File: src/hdl/svr_pkg.sv
// shared widths, constants and codes of the servo ramp and pwm duty block
// no dependencies
package svr_pkg;

	localparam int ANGLE_W   = 8;
	localparam int PULSE_W   = 16;
	localparam int FREQ_W    = 16;
	localparam int BITS_W    = 5;
	localparam int DELAY_W   = 16;
	localparam int DUTY_W    = 20;
	localparam int CFG_IDX_W = 2;
	localparam int CFG_DAT_W = 16;

	// serial arithmetic datapath
	localparam int PROD_W = 52;   // widest product: pulse * freq * full
	localparam int MB_W   = 20;   // serial multiplier operand
	localparam int DVS_W  = 20;   // divisor

	localparam logic [DVS_W-1:0]  PWM_SCALE     = 20'd1000000;
	localparam logic [BITS_W-1:0] DUTY_BITS_MAX = 5'd20;

	// register indexes
	localparam logic [CFG_IDX_W-1:0] REG_MIN_PULSE = 2'd0;
	localparam logic [CFG_IDX_W-1:0] REG_MAX_PULSE = 2'd1;
	localparam logic [CFG_IDX_W-1:0] REG_DUTY_BITS = 2'd2;
	localparam logic [CFG_IDX_W-1:0] REG_PWM_FREQ  = 2'd3;

	// request codes
	localparam logic CMD_MOVE = 1'b0;
	localparam logic CMD_TICK = 1'b1;

	// result status codes
	localparam logic STATUS_MOVING  = 1'b0;
	localparam logic STATUS_REACHED = 1'b1;

endpackage

File: src/hdl/svr_mul.sv
// bit-serial shift-add multiplier, one multiplier bit per cycle
// depends on svr_pkg
module svr_mul
	import svr_pkg::*;
(
	input  logic              clk,
	input  logic              arst_n,
	input  logic              start,
	input  logic [PROD_W-1:0] a,
	input  logic [MB_W-1:0]   b,
	output logic              done,
	output logic [PROD_W-1:0] p
);

	localparam int CNT_W = $clog2(MB_W + 1);

	logic [PROD_W-1:0] acc_q;
	logic [PROD_W-1:0] a_q;
	logic [MB_W-1:0]   b_q;
	logic [CNT_W-1:0]  cnt_q;
	logic              done_q;

	always_ff @(posedge clk or negedge arst_n) begin
		if (!arst_n) begin
			cnt_q  <= '0;
			done_q <= 1'b0;
		end else begin
			done_q <= 1'b0;
			if (start) begin
				cnt_q <= CNT_W'(MB_W);
			end else if (cnt_q != '0) begin
				cnt_q  <= cnt_q - CNT_W'(1);
				done_q <= (cnt_q == CNT_W'(1));
			end
		end
	end

	always_ff @(posedge clk) begin
		if (start) begin
			acc_q <= '0;
			a_q   <= a;
			b_q   <= b;
		end else if (cnt_q != '0) begin
			if (b_q[0])
				acc_q <= acc_q + a_q;
			a_q <= {a_q[PROD_W-2:0], 1'b0};
			b_q <= {1'b0, b_q[MB_W-1:1]};
		end
	end

	assign done = done_q;
	assign p    = acc_q;

endmodule

File: src/hdl/svr_div.sv
// bit-serial restoring divider, one quotient bit per cycle
// depends on svr_pkg
module svr_div
	import svr_pkg::*;
(
	input  logic              clk,
	input  logic              arst_n,
	input  logic              start,
	input  logic [PROD_W-1:0] dividend,
	input  logic [DVS_W-1:0]  divisor,
	output logic              done,
	output logic [PROD_W-1:0] quotient
);

	localparam int CNT_W = $clog2(PROD_W + 1);

	logic [PROD_W-1:0] quo_q;
	logic [DVS_W-1:0]  rem_q;
	logic [DVS_W-1:0]  dvs_q;
	logic [CNT_W-1:0]  cnt_q;
	logic              done_q;
	logic [DVS_W:0]    trial;
	logic              fits;
	logic [DVS_W:0]    rem_next;

	always_comb begin
		trial    = {rem_q, quo_q[PROD_W-1]};
		fits     = (trial >= {1'b0, dvs_q});
		rem_next = fits ? (trial - {1'b0, dvs_q}) : trial;
	end

	always_ff @(posedge clk or negedge arst_n) begin
		if (!arst_n) begin
			cnt_q  <= '0;
			done_q <= 1'b0;
		end else begin
			done_q <= 1'b0;
			if (start) begin
				cnt_q <= CNT_W'(PROD_W);
			end else if (cnt_q != '0) begin
				cnt_q  <= cnt_q - CNT_W'(1);
				done_q <= (cnt_q == CNT_W'(1));
			end
		end
	end

	always_ff @(posedge clk) begin
		if (start) begin
			quo_q <= dividend;
			rem_q <= '0;
			dvs_q <= divisor;
		end else if (cnt_q != '0) begin
			quo_q <= {quo_q[PROD_W-2:0], fits};
			rem_q <= rem_next[DVS_W-1:0];
		end
	end

	assign done     = done_q;
	assign quotient = quo_q;

endmodule

File: src/hdl/svr_duty.sv
// duty sequencer: angle to pulse width to saturated pwm duty count
// depends on svr_pkg, svr_mul, svr_div
module svr_duty
	import svr_pkg::*;
#(
	parameter int unsigned MAX_ANGLE = 180
) (
	input  logic               clk,
	input  logic               arst_n,
	input  logic               start,
	input  logic [ANGLE_W-1:0] angle,
	input  logic [PULSE_W-1:0] min_pulse,
	input  logic [PULSE_W-1:0] max_pulse,
	input  logic [BITS_W-1:0]  duty_bits,
	input  logic [FREQ_W-1:0]  pwm_freq,
	output logic               done,
	output logic [DUTY_W-1:0]  duty
);

	typedef enum logic [2:0] {
		S_IDLE,
		S_MUL_SPAN,
		S_DIV_ANGLE,
		S_MUL_FREQ,
		S_MUL_FULL,
		S_DIV_SCALE
	} state_t;

	state_t            state_q;
	logic              down_q;
	logic              mul_start_q;
	logic [PROD_W-1:0] mul_a_q;
	logic [MB_W-1:0]   mul_b_q;
	logic              div_start_q;
	logic [PROD_W-1:0] div_n_q;
	logic [DVS_W-1:0]  div_d_q;
	logic              done_q;
	logic [DUTY_W-1:0] duty_q;

	logic              mul_done;
	logic [PROD_W-1:0] mul_p;
	logic              div_done;
	logic [PROD_W-1:0] div_q;

	logic [BITS_W-1:0]  bits_eff;
	logic [DUTY_W-1:0]  full;
	logic [PULSE_W-1:0] span;
	logic [PULSE_W-1:0] pulse;

	always_comb begin
		bits_eff = (duty_bits > DUTY_BITS_MAX) ? DUTY_BITS_MAX : duty_bits;
		full     = ~({DUTY_W{1'b1}} << bits_eff);
		span     = (max_pulse >= min_pulse) ? (max_pulse - min_pulse) : (min_pulse - max_pulse);
		// quotient never exceeds the span, so it fits the pulse width
		pulse    = down_q ? (min_pulse - div_q[PULSE_W-1:0])
		                  : (min_pulse + div_q[PULSE_W-1:0]);
	end

	always_ff @(posedge clk or negedge arst_n) begin
		if (!arst_n) begin
			state_q     <= S_IDLE;
			mul_start_q <= 1'b0;
			div_start_q <= 1'b0;
			done_q      <= 1'b0;
			down_q      <= 1'b0;
			mul_a_q     <= '0;
			mul_b_q     <= '0;
			div_n_q     <= '0;
			div_d_q     <= '0;
			duty_q      <= '0;
		end else begin
			mul_start_q <= 1'b0;
			div_start_q <= 1'b0;
			done_q      <= 1'b0;
			unique case (state_q)
				S_IDLE: begin
					if (start) begin
						down_q      <= (max_pulse < min_pulse);
						mul_a_q     <= PROD_W'(span);
						mul_b_q     <= MB_W'(angle);
						mul_start_q <= 1'b1;
						state_q     <= S_MUL_SPAN;
					end
				end
				S_MUL_SPAN: begin
					if (mul_done) begin
						div_n_q     <= mul_p;
						div_d_q     <= DVS_W'(MAX_ANGLE);
						div_start_q <= 1'b1;
						state_q     <= S_DIV_ANGLE;
					end
				end
				S_DIV_ANGLE: begin
					if (div_done) begin
						mul_a_q     <= PROD_W'(pulse);
						mul_b_q     <= MB_W'(pwm_freq);
						mul_start_q <= 1'b1;
						state_q     <= S_MUL_FREQ;
					end
				end
				S_MUL_FREQ: begin
					if (mul_done) begin
						mul_a_q     <= mul_p;
						mul_b_q     <= full;
						mul_start_q <= 1'b1;
						state_q     <= S_MUL_FULL;
					end
				end
				S_MUL_FULL: begin
					if (mul_done) begin
						div_n_q     <= mul_p;
						div_d_q     <= PWM_SCALE;
						div_start_q <= 1'b1;
						state_q     <= S_DIV_SCALE;
					end
				end
				S_DIV_SCALE: begin
					if (div_done) begin
						duty_q  <= (div_q > PROD_W'(full)) ? full : div_q[DUTY_W-1:0];
						done_q  <= 1'b1;
						state_q <= S_IDLE;
					end
				end
				default: state_q <= S_IDLE;
			endcase
		end
	end

	svr_mul u_mul (
		.clk    (clk),
		.arst_n (arst_n),
		.start  (mul_start_q),
		.a      (mul_a_q),
		.b      (mul_b_q),
		.done   (mul_done),
		.p      (mul_p)
	);

	svr_div u_div (
		.clk      (clk),
		.arst_n   (arst_n),
		.start    (div_start_q),
		.dividend (div_n_q),
		.divisor  (div_d_q),
		.done     (div_done),
		.quotient (div_q)
	);

	assign done = done_q;
	assign duty = duty_q;

endmodule

File: src/hdl/servo_angle_ramp_pwm.sv
// servo slew-rate limiter with pwm duty output, top level
// depends on svr_pkg and svr_duty (which holds svr_mul and svr_div)
//
// Takes move requests and one-millisecond tick requests. A move while idle is
// evaluated at once; a move while moving replaces the stored target, step,
// tolerance and delay without touching the running countdown. A tick while
// moving counts down, and at zero the stored move is evaluated again. Each
// evaluation gives one result: reached (angle within tolerance, block goes
// idle) or moving (angle stepped toward the goal, clamped to 0..MAX_ANGLE,
// countdown reloaded, zero delay counting as one tick), always with the duty
// count of the current angle. A request with no result keeps the block ready,
// so idle ticks and countdown ticks stream at one per cycle. A request that
// is evaluated stalls requests until its result is loaded, longer while the
// previous result still sits in the output register: the duty is formed by a
// bit-serial multiplier (three runs of 20 steps: span times angle, pulse
// times frequency, times full scale) and a bit-serial restoring divider (two
// runs of 52 steps: by MAX_ANGLE and by one million), plus start and hand-off
// cycles between the runs. A finished result sits in the output register
// while new requests are taken; the next result waits for that register to
// drain. Configuration is to be written through cfg_we/cfg_index/cfg_data
// while the block is idle; the block itself does not enforce this.
module servo_angle_ramp_pwm
	import svr_pkg::*;
#(
	parameter int unsigned MAX_ANGLE = 180
) (
	input  logic                 clk,
	input  logic                 arst_n,

	// configuration
	input  logic                 cfg_we,
	input  logic [CFG_IDX_W-1:0] cfg_index,
	input  logic [CFG_DAT_W-1:0] cfg_data,

	// request channel
	input  logic                 cmd_valid,
	output logic                 cmd_stall,
	input  logic                 command,
	input  logic [ANGLE_W-1:0]   aim_angle,
	input  logic [ANGLE_W-1:0]   step_size,
	input  logic [ANGLE_W-1:0]   tolerance,
	input  logic [DELAY_W-1:0]   delay_ms,

	// result channel
	output logic                 res_valid,
	input  logic                 res_stall,
	output logic                 status,
	output logic [ANGLE_W-1:0]   angle_now,
	output logic [ANGLE_W-1:0]   angle_goal,
	output logic [DUTY_W-1:0]    duty
);

	localparam logic [ANGLE_W-1:0] ANGLE_TOP = ANGLE_W'(MAX_ANGLE);

	typedef enum logic [1:0] {
		ST_IDLE,   // taking requests
		ST_DUTY,   // duty chain running
		ST_LOAD    // waiting for the output register
	} state_t;

	// configuration registers
	logic [PULSE_W-1:0] min_pulse_q;
	logic [PULSE_W-1:0] max_pulse_q;
	logic [BITS_W-1:0]  duty_bits_q;
	logic [FREQ_W-1:0]  pwm_freq_q;

	// servo state
	state_t             state_q;
	logic [ANGLE_W-1:0] cur_q;
	logic [ANGLE_W-1:0] goal_q;
	logic [ANGLE_W-1:0] step_q;
	logic [ANGLE_W-1:0] tol_q;
	logic [DELAY_W-1:0] delay_q;
	logic [DELAY_W-1:0] cnt_q;
	logic               moving_q;
	logic               status_q;
	logic               duty_start_q;

	// output register
	logic               res_valid_q;
	logic               res_status_q;
	logic [ANGLE_W-1:0] res_now_q;
	logic [ANGLE_W-1:0] res_goal_q;
	logic [DUTY_W-1:0]  res_duty_q;

	logic               duty_done;
	logic [DUTY_W-1:0]  duty_val;

	// evaluation terms
	logic               cmd_accept;
	logic               out_free;
	logic [ANGLE_W-1:0] ev_goal;
	logic [ANGLE_W-1:0] ev_step;
	logic [ANGLE_W-1:0] ev_tol;
	logic [DELAY_W-1:0] ev_delay;
	logic [DELAY_W-1:0] nx_cnt;
	logic               do_eval;
	logic [ANGLE_W-1:0] ang_err;
	logic               reached;
	logic [ANGLE_W:0]   up_sum;
	logic [ANGLE_W-1:0] dn_angle;
	logic [ANGLE_W-1:0] next_angle;
	logic [DELAY_W-1:0] reload;

	assign cmd_stall  = (state_q != ST_IDLE);
	assign cmd_accept = cmd_valid && !cmd_stall;
	assign out_free   = !res_valid_q || !res_stall;

	always_comb begin
		ev_goal  = goal_q;
		ev_step  = step_q;
		ev_tol   = tol_q;
		ev_delay = delay_q;
		nx_cnt   = cnt_q;
		if (command == CMD_MOVE) begin
			// targets past the end stop are clamped
			ev_goal  = (aim_angle > ANGLE_TOP) ? ANGLE_TOP : aim_angle;
			ev_step  = step_size;
			ev_tol   = tolerance;
			ev_delay = delay_ms;
			do_eval  = !moving_q;
		end else begin
			if (cnt_q != '0)
				nx_cnt = cnt_q - DELAY_W'(1);
			do_eval = moving_q && (nx_cnt == '0);
		end

		ang_err  = (ev_goal >= cur_q) ? (ev_goal - cur_q) : (cur_q - ev_goal);
		reached  = (ang_err <= ev_tol);
		up_sum   = {1'b0, cur_q} + {1'b0, ev_step};
		dn_angle = (cur_q >= ev_step) ? (cur_q - ev_step) : '0;
		if (ev_goal > cur_q)
			next_angle = (up_sum > {1'b0, ANGLE_TOP}) ? ANGLE_TOP : up_sum[ANGLE_W-1:0];
		else
			next_angle = dn_angle;
		// zero delay counts as one tick
		reload = (ev_delay == '0) ? DELAY_W'(1) : ev_delay;
	end

	// configuration writes
	always_ff @(posedge clk or negedge arst_n) begin
		if (!arst_n) begin
			min_pulse_q <= PULSE_W'(500);
			max_pulse_q <= PULSE_W'(2500);
			duty_bits_q <= BITS_W'(14);
			pwm_freq_q  <= FREQ_W'(50);
		end else if (cfg_we) begin
			unique case (cfg_index)
				REG_MIN_PULSE: min_pulse_q <= cfg_data;
				REG_MAX_PULSE: max_pulse_q <= cfg_data;
				REG_DUTY_BITS: duty_bits_q <= cfg_data[BITS_W-1:0];
				REG_PWM_FREQ:  pwm_freq_q  <= cfg_data;
				default: ;
			endcase
		end
	end

	// request handling, servo state and result register
	always_ff @(posedge clk or negedge arst_n) begin
		if (!arst_n) begin
			state_q      <= ST_IDLE;
			cur_q        <= '0;
			goal_q       <= '0;
			step_q       <= '0;
			tol_q        <= '0;
			delay_q      <= '0;
			cnt_q        <= '0;
			moving_q     <= 1'b0;
			status_q     <= STATUS_MOVING;
			duty_start_q <= 1'b0;
			res_valid_q  <= 1'b0;
		end else begin
			duty_start_q <= 1'b0;
			if (res_valid_q && !res_stall)
				res_valid_q <= 1'b0;

			unique case (state_q)
				ST_IDLE: begin
					if (cmd_accept) begin
						if (command == CMD_MOVE) begin
							goal_q  <= ev_goal;
							step_q  <= ev_step;
							tol_q   <= ev_tol;
							delay_q <= ev_delay;
						end else begin
							cnt_q <= nx_cnt;
						end
						if (do_eval) begin
							if (reached) begin
								moving_q <= 1'b0;
								status_q <= STATUS_REACHED;
							end else begin
								cur_q    <= next_angle;
								cnt_q    <= reload;
								moving_q <= 1'b1;
								status_q <= STATUS_MOVING;
							end
							// duty chain sees the updated angle next cycle
							duty_start_q <= 1'b1;
							state_q      <= ST_DUTY;
						end
					end
				end
				ST_DUTY: begin
					if (duty_done)
						state_q <= ST_LOAD;
				end
				ST_LOAD: begin
					if (out_free) begin
						res_valid_q <= 1'b1;
						state_q     <= ST_IDLE;
					end
				end
				default: state_q <= ST_IDLE;
			endcase
		end
	end

	// result payload
	always_ff @(posedge clk) begin
		if (state_q == ST_LOAD && out_free) begin
			res_status_q <= status_q;
			res_now_q    <= cur_q;
			res_goal_q   <= goal_q;
			res_duty_q   <= duty_val;
		end
	end

	svr_duty #(
		.MAX_ANGLE (MAX_ANGLE)
	) u_duty (
		.clk       (clk),
		.arst_n    (arst_n),
		.start     (duty_start_q),
		.angle     (cur_q),
		.min_pulse (min_pulse_q),
		.max_pulse (max_pulse_q),
		.duty_bits (duty_bits_q),
		.pwm_freq  (pwm_freq_q),
		.done      (duty_done),
		.duty      (duty_val)
	);

	assign res_valid  = res_valid_q;
	assign status     = res_status_q;
	assign angle_now  = res_now_q;
	assign angle_goal = res_goal_q;
	assign duty       = res_duty_q;

endmodule
File: config.mk
export PLATFORM = sky130hd
export DESIGN_NAME = servo_angle_ramp_pwm
export DESIGN_NICKNAME = d
export VERILOG_FILES = /design/src/hdl/svr_pkg.sv /design/src/hdl/svr_mul.sv /design/src/hdl/svr_div.sv /design/src/hdl/svr_duty.sv /design/src/hdl/servo_angle_ramp_pwm.sv
export SDC_FILE = /design/constraint.sdc
export NUM_CORES = 1
export LEC_CHECK = 0
export ABC_AREA = 1
export ABC_CLOCK_PERIOD_IN_PS = 9350
export BUFFER_PORTS_ARGS = -buffer_cell sky130_fd_sc_hd__clkbuf_2
export CORE_MARGIN = 5
export CORE_UTILIZATION = 29
export DETAILED_ROUTE_END_ITERATION = 6
export MAX_ROUTING_LAYER = met4
export PLACE_DENSITY = 0.44
export SLEW_MARGIN = 5
export SYNTH_ARGS = -nofsm -noshare
export SYNTH_HDL_FRONTEND = slang
export SYNTH_HIERARCHICAL = 1
export SYNTH_SLANG_ARGS = --single-unit
File: constraint.sdc
create_clock -name clk -period 9.35 [get_ports clk]
set_input_delay 0.4675 -clock clk [delete_from_list [all_inputs] [get_ports clk]]
set_output_delay 0.4675 -clock clk [all_outputs]
set_load 0.03 [all_outputs]
==> reports/summary.txt <==
FF-to-FF setup slack: 3600 ps
crit-path leading delay family: simple AND/OR/NAND/NOR gates
Avg Vias per Cell: 4.552
global route overflow: 0
Top Ports: 103
# placed instances: 6637
Post-synth ARST share: 0.5332
critical path required time: 9920 ps
# DRC: 0
design area: 0.03969 mm²
Starting DRT DRC Count: 2114
Achievable Freq: 162.7 MHz
crit path max fanout: 30
Post-CTS Setup Bufs: 0
final WL: 115400 µm
# nets final: 5340
crit path kind: input pin to flip-flop
Initial Util: 0.2913
Setup TNS: 0 ps
maximum capacitance violations: 0
Placed Area: 0.03744 mm²
die width: 359.7 µm
dominant cells by area after synthesis: nand2_1 (20%), dfrtp_1 (19%), edfxtp_1 (15%)
core area: 0.1217 mm²
pre-CTS WS: 2551 ps
Yosys top cell area share: 0.2023
Syn Std Cell Area: 0.03546 mm²
minimum clock period: 6145 ps
hold-fix buffers at CTS: 1
PortBufs: 102
share of cells above drive strength 1: 0.08564
clk_skew: 37.85 ps
largest net degree at the start of global routing: 83
clk sinks: 542
CP Launch Type: input pin
Pre-antenna DRT Iters: 6
WL/cell: 17.07 µm
Peak VDD IR: 0.2224 mV
Die Y: 359.7 µm
Power Dens Cells: 372.8 mW/mm²
post-synth top area cell: nand2_1
EDFF count, synth: 181
worst min-delay path category: input pin to flip-flop
Resize count post-CTS: 0
Synth cell types: 65
setup ws final: 3205 ps
Final ANT Viol Nets: 0
Area Growth Syn to Fin: 11.95%
Worst-Margin Slew: 1075 ps
# H-tree levels: 3
RSZ-0062 raised after global routing: false
most common cell type on the critical path: nand2_1
gr usage total: 0.1802
P_leak: 20.71 nW
top-count cell post-synth: nand2_1
Max Slew Vio Count: 0
Critical Path End Type: flip-flop
Clk Latency, worst-skew pair: 640 ps
CP arrival: 6710 ps
final setup fails: 0
Cells after Synth: 5036
Slew Limit Headroom: 0.2811
CTS tree: built
Ys Warns: 6
Clock transition at path regs: 60 ps
Clock Tree Buf Depth: 3
outcome: finished, final reports clean
final cell count without fillers: 6763
num rows: 128
ys flop type: dfrtp_1
Worst path slowest cell: clkinv_1
Max stage delay on crit path: 790 ps
Seq/Total Area, Yosys: 0.3985
#FFs+latches synth: 542
Total Die Area: 0.1294 mm²
period utilization: 0.6572
placer congestion estimate: 0.8698
synth cell count leaders: nand2_1 (1911), inv_1 (693), nor2_1 (354)
# fillers: 13320
Root Driver: clkbuf_16
Worst Path Buf+Inv: 5
average size of a mapped cell: 7.041 µm²
first-pass GRT wire length: 180300 µm
HPWL after detailed placement: 85880 µm
via count: 30790
vias in the first global route: 30210
n_diodes: 0
antenna violations before repair: 0
total CTS buffers: 68
final hold vios: 0
-- sequential cells by signal, summed over array words and instances (netlist names), 20 cells and up --
| name | count |
|---|---|
| u_duty/u_div/quotient | 52 |
| u_duty/u_mul/a_q | 52 |
| u_duty/duty | 20 |
| duty | 20 |
| u_duty/mul_b_q | 20 |
| u_duty/u_div/rem_q | 20 |
| u_duty/mul_a_q | 52 |
| u_duty/div_n_q | 52 |
| u_duty/u_mul/p | 52 |
| u_duty/u_div/dvs_q | 20 |
| u_duty/u_mul/b_q | 20 |
-- routing by layer --
| layer | GRT usage | up-vias | share of wire |
|---|---|---|---|
| met5 | - | - | 0 |
| met4 | 0.04064 | 0 | 0.021 |
| met3 | 0.02073 | 122 | 0.037 |
| met2 | 0.2809 | 508 | 0.44 |
| met1 | 0.2525 | 14250 | 0.50 |
| li1 | - | 15900 | - |
-- final timing paths --
check                                 startpoint                           end  depth (start not counted)
max                                      command          cur_q[3]$_DFFE_PN0P_                         25
min                                  delay_ms[7]        delay_q[7]$_DFFE_PN0P_                          3
max reg2reg                goal_q[2]$_DFFE_PN0P_          cur_q[3]$_DFFE_PN0P_                         23
min reg2reg                 status_q$_DFFE_PN0P_              status$_DFFE_PP_                          0
max in group asynchronous                 arst_n  u_duty/mul_start_q$_DFF_PN0_                          4
min in group asynchronous                 arst_n   max_pulse_q[13]$_DFFE_PN0P_                          2
-- final cells by class --
class / instances / area (µm²) / area share
Clock buffer: 100 / 2014 / 0.05075
Clock inverter: 25 / 225.2 / 0.005674
Inverter: 725 / 2723 / 0.06859
Multi-Input combinational cell: 3618 / 17850 / 0.4496
Sequential cell: 542 / 14130 / 0.3561
Tap cell: 1625 / 2033 / 0.05122
Timing Repair Buffer: 128 / 718.2 / 0.01809
-- kinds of logic after synthesis --
group	share of synthesized area
flip-flops	0.3985
adder cells (fa/ha/maj)	0.07001
other	0.0001058
XOR/XNOR	0.02001
multiplexers	0.0005999
AO/OA/AOI/OAI	0.08106
AND/OR/NAND/NOR	0.3300
buffers and inverters	0.09969
-- report_power, final --
group          internal, W  leakage, nW  total, W  switching [W]
Combinational      0.00258         13.4   0.00783        0.00525
Sequential         0.00348         6.21   0.00431       0.000830
Clock              0.00156         1.10   0.00266        0.00110
-- through the flow --
stage | power [W] | utilization | hold slack [ps]
4_1_cts | 0.01496 | 0.3261 | 23.69
3_5_place_dp | 0.01218 | 0.3076 | 439.1
3_3_place_gp | 0.01217 | 0.3076 | 430.7
5_1_grt | 0.01629 | 0.3261 | 78.38
6_report | 0.01480 | 0.3261 | 78.90
2_1_floorplan | 0.009889 | - | 171.9
-- worst reg2reg max path: cells and delay by family (launching register included) --
family	cells	cell delay, ps
flops	1	400
compound gates	7	1300
simple gates	11	2390
fa+ha+maj	2	670
buf+inv	3	940
-- layout by cell type (no fill, tap or decap), types with 9 or more instances in the layout --
cell type | Yosys | layout
inv_2 | 31 | 33
nand4_1 | 41 | 41
nor2_2 | 30 | 32
clkbuf_2 | 0 | 101
o21bai_1 | 10 | 10
ha_1 | 184 | 184
inv_1 | 693 | 689
xor2_1 | 60 | 60
nand2_2 | 51 | 51
nand3_1 | 303 | 303
a31oi_1 | 17 | 17
conb_1 | 1 | 9
edfxtp_1 | 181 | 181
nor2_1 | 354 | 352
dfxtp_1 | 72 | 72
o21ai_0 | 239 | 239
xnor2_1 | 21 | 21
clkbuf_8 | 0 | 15
o21ai_1 | 48 | 48
nand3b_1 | 16 | 16
nand3_2 | 16 | 15
nand2_1 | 1911 | 1911
nor3_1 | 24 | 24
fa_1 | 9 | 9
clkbuf_1 | 90 | 15
clkinv_2 | 0 | 12
clkbuf_16 | 0 | 70
dfrtp_1 | 272 | 270
or2_2 | 13 | 13
buf_4 | 7 | 25
a21oi_1 | 164 | 163
nor2_4 | 16 | 16
o31ai_1 | 14 | 14
dfstp_2 | 17 | 17
Power figures use the tool's default switching activity.
